`config.mk`:
```
export PLATFORM = sky130hd
export DESIGN_NAME = serial_score_display_buzzer
export DESIGN_NICKNAME = d
export VERILOG_FILES = /design/src/ssdb_pkg.sv /design/src/serial_score_display_buzzer.sv
export SDC_FILE = /design/constraint.sdc
export NUM_CORES = 1
export LEC_CHECK = 0
export BUFFER_PORTS_ARGS = -buffer_cell sky130_fd_sc_hd__buf_2
export CORE_AREA = 2 2 154 156
export DETAILED_ROUTE_END_ITERATION = 12
export DIE_AREA = 0 0 156 158
export HOLD_SLACK_MARGIN = 0.1
export PLACE_DENSITY = 0.7
export SYNTH_ARGS = -nofsm -noshare
export SYNTH_HDL_FRONTEND = slang
export SYNTH_SLANG_ARGS = --single-unit
```
`constraint.sdc`:
```
create_clock -name i_clk -period 7.1 [get_ports i_clk]
set_input_delay 1.065 -clock i_clk [delete_from_list [all_inputs] [get_ports i_clk]]
set_output_delay 1.065 -clock i_clk [all_outputs]
set_load 0.1 [all_outputs]
```
`src/ssdb_pkg.sv`:
```
package ssdb_pkg;

    localparam int unsigned MAX_DIGITS = 10;
    localparam int unsigned COUNT_W    = 4;

    localparam logic [15:0] BEEP_LENGTH_RESET = 16'd200;

    localparam logic [7:0] CHAR_B  = 8'h42;
    localparam logic [7:0] CHAR_S  = 8'h53;
    localparam logic [7:0] CHAR_LF = 8'h0A;
    localparam logic [7:0] CHAR_0  = 8'h30;
    localparam logic [7:0] CHAR_9  = 8'h39;

    typedef enum logic [1:0] {
        MODE_BYTE    = 2'd0,
        MODE_TICK    = 2'd1,
        MODE_REFRESH = 2'd2
    } t_mode;

    typedef enum logic [1:0] {
        SCAN_UNITS    = 2'd0,
        SCAN_TENS     = 2'd1,
        SCAN_HUNDREDS = 2'd2,
        SCAN_OFF      = 2'd3
    } t_scan;

    // Three BCD digits, hundreds in the top nibble.
    typedef logic [11:0] t_bcd3;

    // Output beat layout, highest bit first.
    typedef struct packed {
        logic [3:0]  pad;
        logic        buzzer_running;
        logic        buzzer_level;
        logic [6:0]  segments;
        logic [2:0]  digit_select;
        logic [15:0] shown_score;
    } t_out_beat;

    // Common-cathode pattern, bit 0 is segment a.
    function automatic logic [6:0] seg_pattern(input logic [3:0] digit);
        logic [6:0] pat;
        unique case (digit)
            4'd0:    pat = 7'b0111111;
            4'd1:    pat = 7'b0000110;
            4'd2:    pat = 7'b1011011;
            4'd3:    pat = 7'b1001111;
            4'd4:    pat = 7'b1100110;
            4'd5:    pat = 7'b1101101;
            4'd6:    pat = 7'b1111101;
            4'd7:    pat = 7'b0000111;
            4'd8:    pat = 7'b1111111;
            4'd9:    pat = 7'b1101111;
            default: pat = 7'b0000000;
        endcase
        return pat;
    endfunction

    // k * 65536 modulo 1000 in BCD, for the overflow count k of accum*10+d.
    function automatic t_bcd3 wrap_bcd(input logic [3:0] k);
        t_bcd3 v;
        unique case (k)
            4'd0:    v = 12'h000;
            4'd1:    v = 12'h536;
            4'd2:    v = 12'h072;
            4'd3:    v = 12'h608;
            4'd4:    v = 12'h144;
            4'd5:    v = 12'h680;
            4'd6:    v = 12'h216;
            4'd7:    v = 12'h752;
            4'd8:    v = 12'h288;
            4'd9:    v = 12'h824;
            default: v = 12'h000;
        endcase
        return v;
    endfunction

    // (a - c) modulo 1000, digit by digit with borrow.
    function automatic t_bcd3 bcd_sub(input t_bcd3 a, input t_bcd3 c);
        t_bcd3      r;
        logic       borrow;
        logic [4:0] t;
        r      = '0;
        borrow = 1'b0;
        for (int i = 0; i < 3; i++) begin
            t = {1'b0, a[4*i +: 4]} - {1'b0, c[4*i +: 4]} - {4'd0, borrow};
            if (t[4]) begin
                t      = t + 5'd10;
                borrow = 1'b1;
            end else begin
                borrow = 1'b0;
            end
            r[4*i +: 4] = t[3:0];
        end
        return r;
    endfunction

endpackage

```
`src/serial_score_display_buzzer.sv`:
```
// Serial score display with buzzer.
// Input channel (i_s_*): one beat per event. tuser carries the event kind
// (0 received byte, 1 buzzer tick, 2 display refresh step; 3 changes nothing),
// tdata carries the received byte. Every input beat yields exactly one
// output beat on o_m_* with the score shown, the lit digit and its segments,
// and the buzzer pin level and running flag, all as left by that event.
// Configuration channel (i_cfg_*): writes beep_length; always ready. The user
// must write it only while no beat is in flight; the block does not enforce it.
// Each beat passes through one input register; all decoding, the digit
// accumulation (kept in binary and as its low three decimal digits) and
// the buzzer counter update then feed the output register directly.
// Throughput is one beat per cycle while i_m_tready is high; the input
// register refills in the same cycle that it hands its beat to the
// output register. When the receiver holds i_m_tready low, the output
// beat holds, the input register holds one more beat, and then
// o_s_tready drops.
// Reset clears the score, accumulator, buzzer and scan state (units digit
// lit) and sets beep_length to 200.
module serial_score_display_buzzer (
    input  logic        i_clk,
    input  logic        i_rst_n,
    input  logic        i_s_tvalid,
    output logic        o_s_tready,
    input  logic [7:0]  i_s_tdata,   // data_byte
    input  logic [1:0]  i_s_tuser,   // mode
    output logic        o_m_tvalid,
    input  logic        i_m_tready,
    // shown_score[15:0], digit_select[18:16], segments[25:19],
    // buzzer_level[26], buzzer_running[27], zero[31:28]
    output logic [31:0] o_m_tdata,
    input  logic        i_cfg_valid,
    output logic        o_cfg_ready,
    input  logic [15:0] i_cfg_data
);
    import ssdb_pkg::*;

    logic                r_in_valid;
    logic [1:0]          r_in_mode;
    logic [7:0]          r_in_byte;

    logic [15:0]         r_beep_length;
    logic [15:0]         r_score;
    t_bcd3               r_score_bcd;
    logic [15:0]         r_accum;
    t_bcd3               r_accum_bcd;
    logic [COUNT_W-1:0]  r_count;
    logic                r_beep_active;
    logic [15:0]         r_beep_count;
    logic                r_pin;
    logic [1:0]          r_scan;

    logic [15:0]         n_score;
    t_bcd3               n_score_bcd;
    logic [15:0]         n_accum;
    t_bcd3               n_accum_bcd;
    logic [COUNT_W-1:0]  n_count;
    logic                n_beep_active;
    logic [15:0]         n_beep_count;
    logic                n_pin;
    logic [1:0]          n_scan;

    logic                r_out_valid;
    t_out_beat           r_out;
    t_out_beat           n_out;

    logic                advance;
    logic [19:0]         wide;
    logic [3:0]          digit;
    logic [15:0]         tick_count;

    assign advance     = r_in_valid && (!r_out_valid || i_m_tready);
    assign o_s_tready  = !r_in_valid || advance;
    assign o_m_tvalid  = r_out_valid;
    assign o_m_tdata   = r_out;
    assign o_cfg_ready = 1'b1;

    assign digit      = r_in_byte[3:0];
    assign wide       = {1'b0, r_accum, 3'b000} + {3'b000, r_accum, 1'b0} + {16'd0, digit};
    assign tick_count = r_beep_count + 16'd1;

    always_comb begin
        n_score       = r_score;
        n_score_bcd   = r_score_bcd;
        n_accum       = r_accum;
        n_accum_bcd   = r_accum_bcd;
        n_count       = r_count;
        n_beep_active = r_beep_active;
        n_beep_count  = r_beep_count;
        n_pin         = r_pin;
        n_scan        = r_scan;

        unique case (r_in_mode)
            MODE_BYTE: begin
                priority if (r_in_byte == CHAR_B) begin
                    n_beep_active = 1'b1;
                    n_beep_count  = '0;
                end else if (r_in_byte == CHAR_S) begin
                    n_accum     = '0;
                    n_accum_bcd = '0;
                    n_count     = '0;
                end else if (r_in_byte >= CHAR_0 && r_in_byte <= CHAR_9) begin
                    if (r_count < COUNT_W'(MAX_DIGITS)) begin
                        n_accum = wide[15:0];
                        // Low three decimal digits after the 16-bit wrap.
                        n_accum_bcd = bcd_sub({r_accum_bcd[7:0], digit},
                                              wrap_bcd(wide[19:16]));
                        n_count = r_count + COUNT_W'(1);
                    end
                end else if (r_in_byte == CHAR_LF && r_count != '0) begin
                    n_score     = r_accum;
                    n_score_bcd = r_accum_bcd;
                    n_accum     = '0;
                    n_accum_bcd = '0;
                    n_count     = '0;
                end
            end
            MODE_TICK: begin
                if (r_beep_active) begin
                    if (tick_count >= r_beep_length) begin
                        n_beep_active = 1'b0;
                        n_beep_count  = '0;
                        n_pin         = 1'b0;
                    end else begin
                        n_beep_count = tick_count;
                        n_pin        = !r_pin;
                    end
                end
            end
            MODE_REFRESH: begin
                n_scan = (r_scan == SCAN_UNITS) ? SCAN_TENS :
                         (r_scan == SCAN_TENS)  ? SCAN_HUNDREDS : SCAN_UNITS;
            end
            default: begin
            end
        endcase

        n_out                = '0;
        n_out.shown_score    = n_score;
        n_out.buzzer_level   = n_pin;
        n_out.buzzer_running = n_beep_active;
        unique case (n_scan)
            SCAN_UNITS: begin
                n_out.digit_select = 3'b001;
                n_out.segments     = seg_pattern(n_score_bcd[3:0]);
            end
            SCAN_TENS: begin
                if (n_score >= 16'd10) begin
                    n_out.digit_select = 3'b010;
                    n_out.segments     = seg_pattern(n_score_bcd[7:4]);
                end
            end
            SCAN_HUNDREDS: begin
                if (n_score >= 16'd100) begin
                    n_out.digit_select = 3'b100;
                    n_out.segments     = seg_pattern(n_score_bcd[11:8]);
                end
            end
            default: begin
            end
        endcase
    end

    always_ff @(posedge i_clk) begin
        if (!i_rst_n) begin
            r_in_valid    <= 1'b0;
            r_out_valid   <= 1'b0;
            r_beep_length <= BEEP_LENGTH_RESET;
            r_score       <= '0;
            r_score_bcd   <= '0;
            r_accum       <= '0;
            r_accum_bcd   <= '0;
            r_count       <= '0;
            r_beep_active <= 1'b0;
            r_beep_count  <= '0;
            r_pin         <= 1'b0;
            r_scan        <= SCAN_UNITS;
        end else begin
            if (o_s_tready) begin
                r_in_valid <= i_s_tvalid;
            end
            if (advance) begin
                r_out_valid <= 1'b1;
            end else if (i_m_tready) begin
                r_out_valid <= 1'b0;
            end
            if (i_cfg_valid) begin
                r_beep_length <= i_cfg_data;
            end
            if (advance) begin
                r_score       <= n_score;
                r_score_bcd   <= n_score_bcd;
                r_accum       <= n_accum;
                r_accum_bcd   <= n_accum_bcd;
                r_count       <= n_count;
                r_beep_active <= n_beep_active;
                r_beep_count  <= n_beep_count;
                r_pin         <= n_pin;
                r_scan        <= n_scan;
            end
        end
    end

    always_ff @(posedge i_clk) begin
        if (o_s_tready && i_s_tvalid) begin
            r_in_mode <= i_s_tuser;
            r_in_byte <= i_s_tdata;
        end
        if (advance) begin
            r_out <= n_out;
        end
    end

endmodule
```
After elaboration in Yosys (flattened, before gate mapping)
Memory sizes are Yosys's and may differ from the RTL's.
Cells that the tools add are included.
W data, S select, Z words.

word-level totals
  bits in read-only memories = 512
  output and inout bits = 35
  bits in registers = 136
  memories kept = 4

memories
  name              words  width  rd ports  clocked after memory_dff  write ports  line            RTL
  (name not given)  16     11     1         0                         0            ssdb_pkg.sv:62  unique case (k)
  (name not given)  16     7      1         0                         0            ssdb_pkg.sv:43  unique case (digit)
  (name not given)  16     7      1         0                         0            ssdb_pkg.sv:43
  (name not given)  16     7      1         0                         0            ssdb_pkg.sv:43

operators by class
  $lt $le $gt $ge = 6
  reduce and logical (&&, ||, !) cells = 18
  eq/ne operators = 11
  add/sub/neg operators = 12
  multiplexer cells = 61
  bitwise operators = 1

operator list
  cell                     count
  $mux W16                 12
  $mux W12                 14
  $pmux W16 S2             1
  $pmux W10 S3             1
  $mux W4                  7
  $add A19 B17 Y20         1
  $add A20 B4 Y20          1
  $mux W1                  20
  $mux W10                 2
  $add A16 B1 Y16 const B  1
  $eq A8 B7 Y1 const B     2
  $ge A16 B16 Y1           1
  $ge A16 B4 Y1 const B    1
  $ge A16 B7 Y1 const B    1
  $sub A4 B4 Y5            3
  $add A4 B4 Y4 const B    3
  $sub A5 B1 Y5            2
  $eq A8 B4 Y1 const B     1
  $ge A8 B6 Y1 const B     1
  $le A8 B6 Y1 const B     1
  $eq A2 B1 Y1 const B     3
  $logic_not A2 Y1         3
  $mux W2                  3
  $reduce_and A5 Y1        1
  other kinds (14)         23

Depth between registers and ports, before layout
An unclocked memory read counts as a cell.

  word-level depth = 28
  depth in mapped cells = 33
  depth with buffers taken out = 33

Least setup slack after synthesis
No wires, ideal clock.

  path type = reg2reg
  start = reg r_in_byte[3]
  end = reg r_accum_bcd[10]
  period minus slack after synthesis = 7007 ps
  arrival time = 6879 ps
  path slack = 93 ps
  path buffers = 0
  stages on the path, launching flop included = 34
  path through = edfxtp_1 -> inv_1 -> fa_1 -> inv_1 -> ha_1 -> a211oi_1 -> o21bai_1 -> o211ai_1 -> nand2_1 -> a211oi_1 -> inv_1 -> ha_1 -> mux2_2 -> o22ai_1 -> ha_1 -> nor2b_1 -> o21ai_0 -> nand2b_1 -> fa_1 -> inv_1 -> fa_1 -> nand2_1 -> a21oi_1 -> xnor2_1 -> inv_1 -> fa_1 -> fa_1 -> nand2_1 -> a21oi_1 -> xnor2_1 -> mux2i_1 -> nor3_1 -> a21oi_1 -> nor2_1

on the way
  word-level cells in the longest chain between the ends = 27
  elaborated cells between the ends (all ways) = 40

ends and longest elaborated chain
  what                    line                                RTL
  from (decl)             serial_score_display_buzzer.sv:39   logic [7:0] r_in_byte;
  from (signal assigned)  serial_score_display_buzzer.sv:206  r_in_byte <= i_s_tdata;
  $add A20 B4 Y20         serial_score_display_buzzer.sv:78   assign wide = {1'b0, r_accum, 3'b000} + {3'b000, r_accum, 1'b0} + {16'd0, digit};
  $mem_v2 Z16 W11         --
  $mux W12                serial_score_display_buzzer.sv:102  if (r_count < COUNT_W'(MAX_DIGITS)) begin
  $mux W12                serial_score_display_buzzer.sv:101  end else if (r_in_byte >= CHAR_0 && r_in_byte <= CHAR_9) begin
  $mux W12                serial_score_display_buzzer.sv:97   end else if (r_in_byte == CHAR_S) begin
  $mux W12                serial_score_display_buzzer.sv:94   priority if (r_in_byte == CHAR_B) begin
  $mux W12                serial_score_display_buzzer.sv:92   unique case (r_in_mode)
  $sub A4 B4 Y5           ssdb_pkg.sv:86                      t = {1'b0, a[4*i +: 4]} - {1'b0, c[4*i +: 4]} - {4'd0, borrow};
  [... 11 more ...]       --
  $mux W1                 serial_score_display_buzzer.sv:94
  $mux W1                 serial_score_display_buzzer.sv:92
  $sub A5 B1 Y5           ssdb_pkg.sv:86
  $add A4 B4 Y4           ssdb_pkg.sv:88                      t = t + 5'd10;
  $mux W4                 ssdb_pkg.sv:87                      if (t[4]) begin
  $mux W12                serial_score_display_buzzer.sv:102
  $mux W12                serial_score_display_buzzer.sv:101
  $mux W12                serial_score_display_buzzer.sv:97
  to (signal assigned)    serial_score_display_buzzer.sv:193  r_accum_bcd <= n_accum_bcd;
  to (decl)               serial_score_display_buzzer.sv:45   t_bcd3 r_accum_bcd;

Parallel ways exist; a longest one is shown, timed or not. The select of a mux whose other input is x is not followed.
A chain may end at the register's enable or synchronous reset.

Worst setup path after layout
  start = reg r_in_byte[2]
  end = reg r_accum_bcd[10]

The elaborated chain is that of the path after synthesis.

==> impl_metrics.json <==
{
  "outcome": "finished clean",
  "htree_levels": 4,
  "postLayoutCellArea_mm2": 0.0104,
  "min_period_over_period": 0.948,
  "tightest_slew_ns": 1.15,
  "synth_cells": 1072,
  "dpl.hpwl_mm": 14.8,
  "io_pins": 66,
  "critPathKind": "reg2reg",
  "async_flop_share": 0,
  "clk_pin_slew_ns": 0.06,
  "met3WireLength_um": 920,
  "drv_slew": 0,
  "powerDensity_mw_per_mm2": 193,
  "synth_cell_types": 78,
  "route.detailed.drc": 0,
  "netlist_area_mm2": 0.00909,
  "drtIter0Drc": 401,
  "port_buffers": 60,
  "drt_pass1_iterations": 5,
  "grt_max_degree": 81,
  "totalPowerFinal_mw": 2.00,
  "cts.path.max_buffers": 2,
  "cts_hold_buf": 0,
  "drive_above_1_share": 0.146,
  "num_rows": 56,
  "ys_ff_latch": 135,
  "dp_slack_ns": 0.0574,
  "synth_edf_count": 38,
  "maxCapViolCount": 0,
  "finalNonFillerCells": 1425,
  "postSynthAreaPerCell_um2": 8.48,
  "cts-root-buf": "clkbuf_16",
  "fin_ws_ns": 0.369,
  "relSlewSlack": 0.232,
  "clock-sinks": 135,
  "placedCellCount": 1387,
  "met2_length_mm": 9.48,
  "die_area_mm2": 0.0246,
  "m1WireLength_mm": 10.2,
  "hold_viol": 0,
  "tns_ns": 0,
  "place_area_mm2": 0.00965,
  "ys_seq_area_frac": 0.339,
  "skew_ns": 0.00731,
  "setup_viol": 0,
  "path_max_fanout": 7,
  "cts_tree": "done",
  "max_freq_mhz": 149,
  "ys.flop_type": "dfxtp_1",
  "n_antenna_cell": 0,
  "clk_latency_ns": 0.43,
  "layout.nets": 1245,
  "vias": 7685,
  "overflow": 0,
  "crit_top_cell": "inv_1",
  "grtUsageTotal": 0.175,
  "cts_buffers": 17,
  "ant_nets": 0,
  "crit_required_ns": 7.39,
  "initial_core_util": 0.394,
  "filler_cell_count": 2165,
  "via_per_inst": 5.39,
  "wl_per_cell_um": 14.7,
  "grt_pass1_vias": 7166,
  "critPathCaptureType": "flop",
  "routed_wl_mm": 20.9,
  "timing.final.crit_period_ns": 6.73,
  "p_leak_nw": 4.44,
  "areaGrowthSynthToFinish_pct": 14.1,
  "start_kind": "flop",
  "top_layer": "met4",
  "gp_congestion": 0.916,
  "grt_pass1_wl_mm": 34.9,
  "die-height_um": 158,
  "arrival_ns": 7.02,
  "core_mm2": 0.0231,
  "critical_path.max_stage_delay_ns": 0.60,
  "antenna_found_initial": 0,
  "die_width_um": 156,
  "cpMaxStageDelayCell": "fa_2",
  "ir_worst_vdd_mv": 0.150,
  "min_path_type": "reg2reg",
  "yosys_warnings": 0
}
==> stage by stage <==
step           hold WS [ns]  utilization
2_1_floorplan         0.437            -
3_5_place_dp          0.451        0.418
6_report              0.456        0.450
3_3_place_gp          0.441        0.418
4_1_cts               0.459        0.445
5_1_grt               0.493        0.450
==> timing repair <==
action,CTS,global route
pin swaps,0,11
gates resized for setup,1,17
buffers inserted,0,6
setup endpoints to repair,1,4
==> path summary, 6_finish.rpt <==
check | from | endpoint | slack [ns] | cells past startpoint
min reg2reg | r_score[0] | r_score[0] | 0.46 | 2
max reg2reg | r_in_byte[2] | r_accum_bcd[10] | 0.37 | 32
max | r_in_byte[2] | r_accum_bcd[10] | 0.37 | 32
min | r_score[0] | r_score[0] | 0.46 | 2
==> routing by layer <==
metal	global-route usage	vias up
li1	-	3891
met1	0.238	3575
met2	0.276	189
met3	0.0370	30
met4	0.0625	0
met5	0	-
==> worst max-delay path: cells and delay by family, from the launching register on <==
kind	cells	cell delay, ns
adders and majority gates	10	3.26
and+or+nand+nor	8	1.04
AOI/OAI and AO/OA	5	0.78
muxes	3	0.54
buffers and inverters	5	0.44
DFF	1	0.40
xor gates and xnor gates	1	0.15
==> cells in the mapped netlist, drive strengths merged (8+ instances only) <==
library cell  count  area share
a211oi           19       0.016
a21o             14       0.012
a21oi            55       0.030
a22oi            10      0.0083
a31oi             8      0.0062
buf              19       0.013
clkbuf           38       0.016
dfxtp            97        0.21
edfxtp           38        0.13
ha               85        0.12
inv              71       0.029
mux2              8      0.0099
mux2i            40       0.046
nand2           120       0.050
nand2b            9      0.0062
nand3            32       0.018
nand3b            8      0.0066
nand4            17       0.012
nor2            129       0.053
nor2b             8      0.0055
nor3             44       0.025
o211ai           14       0.012
o21ai            38       0.022
or2               8      0.0055
xnor2            29       0.028
xor2             11       0.011
==> cells by family after synthesis <==
family / Yosys count / share of synthesized area
xor+xnor: 40 / 0.0385
mux: 48 / 0.0557
other cells: 2 / 0.000826
simple gates: 416 / 0.218
compound gates: 210 / 0.157
buf+inv: 129 / 0.0584
flops: 135 / 0.339
fa+ha+maj: 92 / 0.132
==> power breakdown <==
part	switching (mW)	internal, mW	total [mW]
clock network	0.366	0.524	0.891
logic	0.187	0.0802	0.267
registers	0.0192	0.825	0.844
total	0.572	1.43	2.00
==> flip-flops by register name, summed over array words and instances, names as in the netlist <==
signal	cells
r_score	16
r_accum	16
r_in_mode	2
o_m_tvalid	1
r_accum_bcd	11
o_m_tdata	28
r_pin	1
r_count	4
r_in_byte	8
r_in_valid	1
r_score_bcd	12
r_beep_count	16
r_scan	2
r_beep_length	16
r_beep_active	1
==> cell usage in the layout, fill, tap and decap left out, types with 16 or more instances in the layout <==
cell / n
nand3_1: 31
buf_2: 60
nor2_1: 129
nor3_1: 43
a211oi_1: 16
xnor2_1: 27
ha_1: 82
edfxtp_1: 38
o21ai_0: 33
mux2i_1: 38
nand4_1: 17
nand2_1: 120
a21oi_1: 54
dfxtp_1: 97
buf_4: 25
clkbuf_16: 17
inv_1: 70
==> final cells by class <==
cell class / count / area (um^2) / area share
clock inverter: 15 / 170 / 0.0164
sequential: 135 / 3080 / 0.297
tap: 290 / 363 / 0.0350
timing repair buffer: 85 / 488 / 0.0471
clock buffer: 17 / 425 / 0.0410
multi-input combinational: 811 / 5570 / 0.537
inverter: 72 / 270 / 0.0261
(Power assumes the default switching activity.)
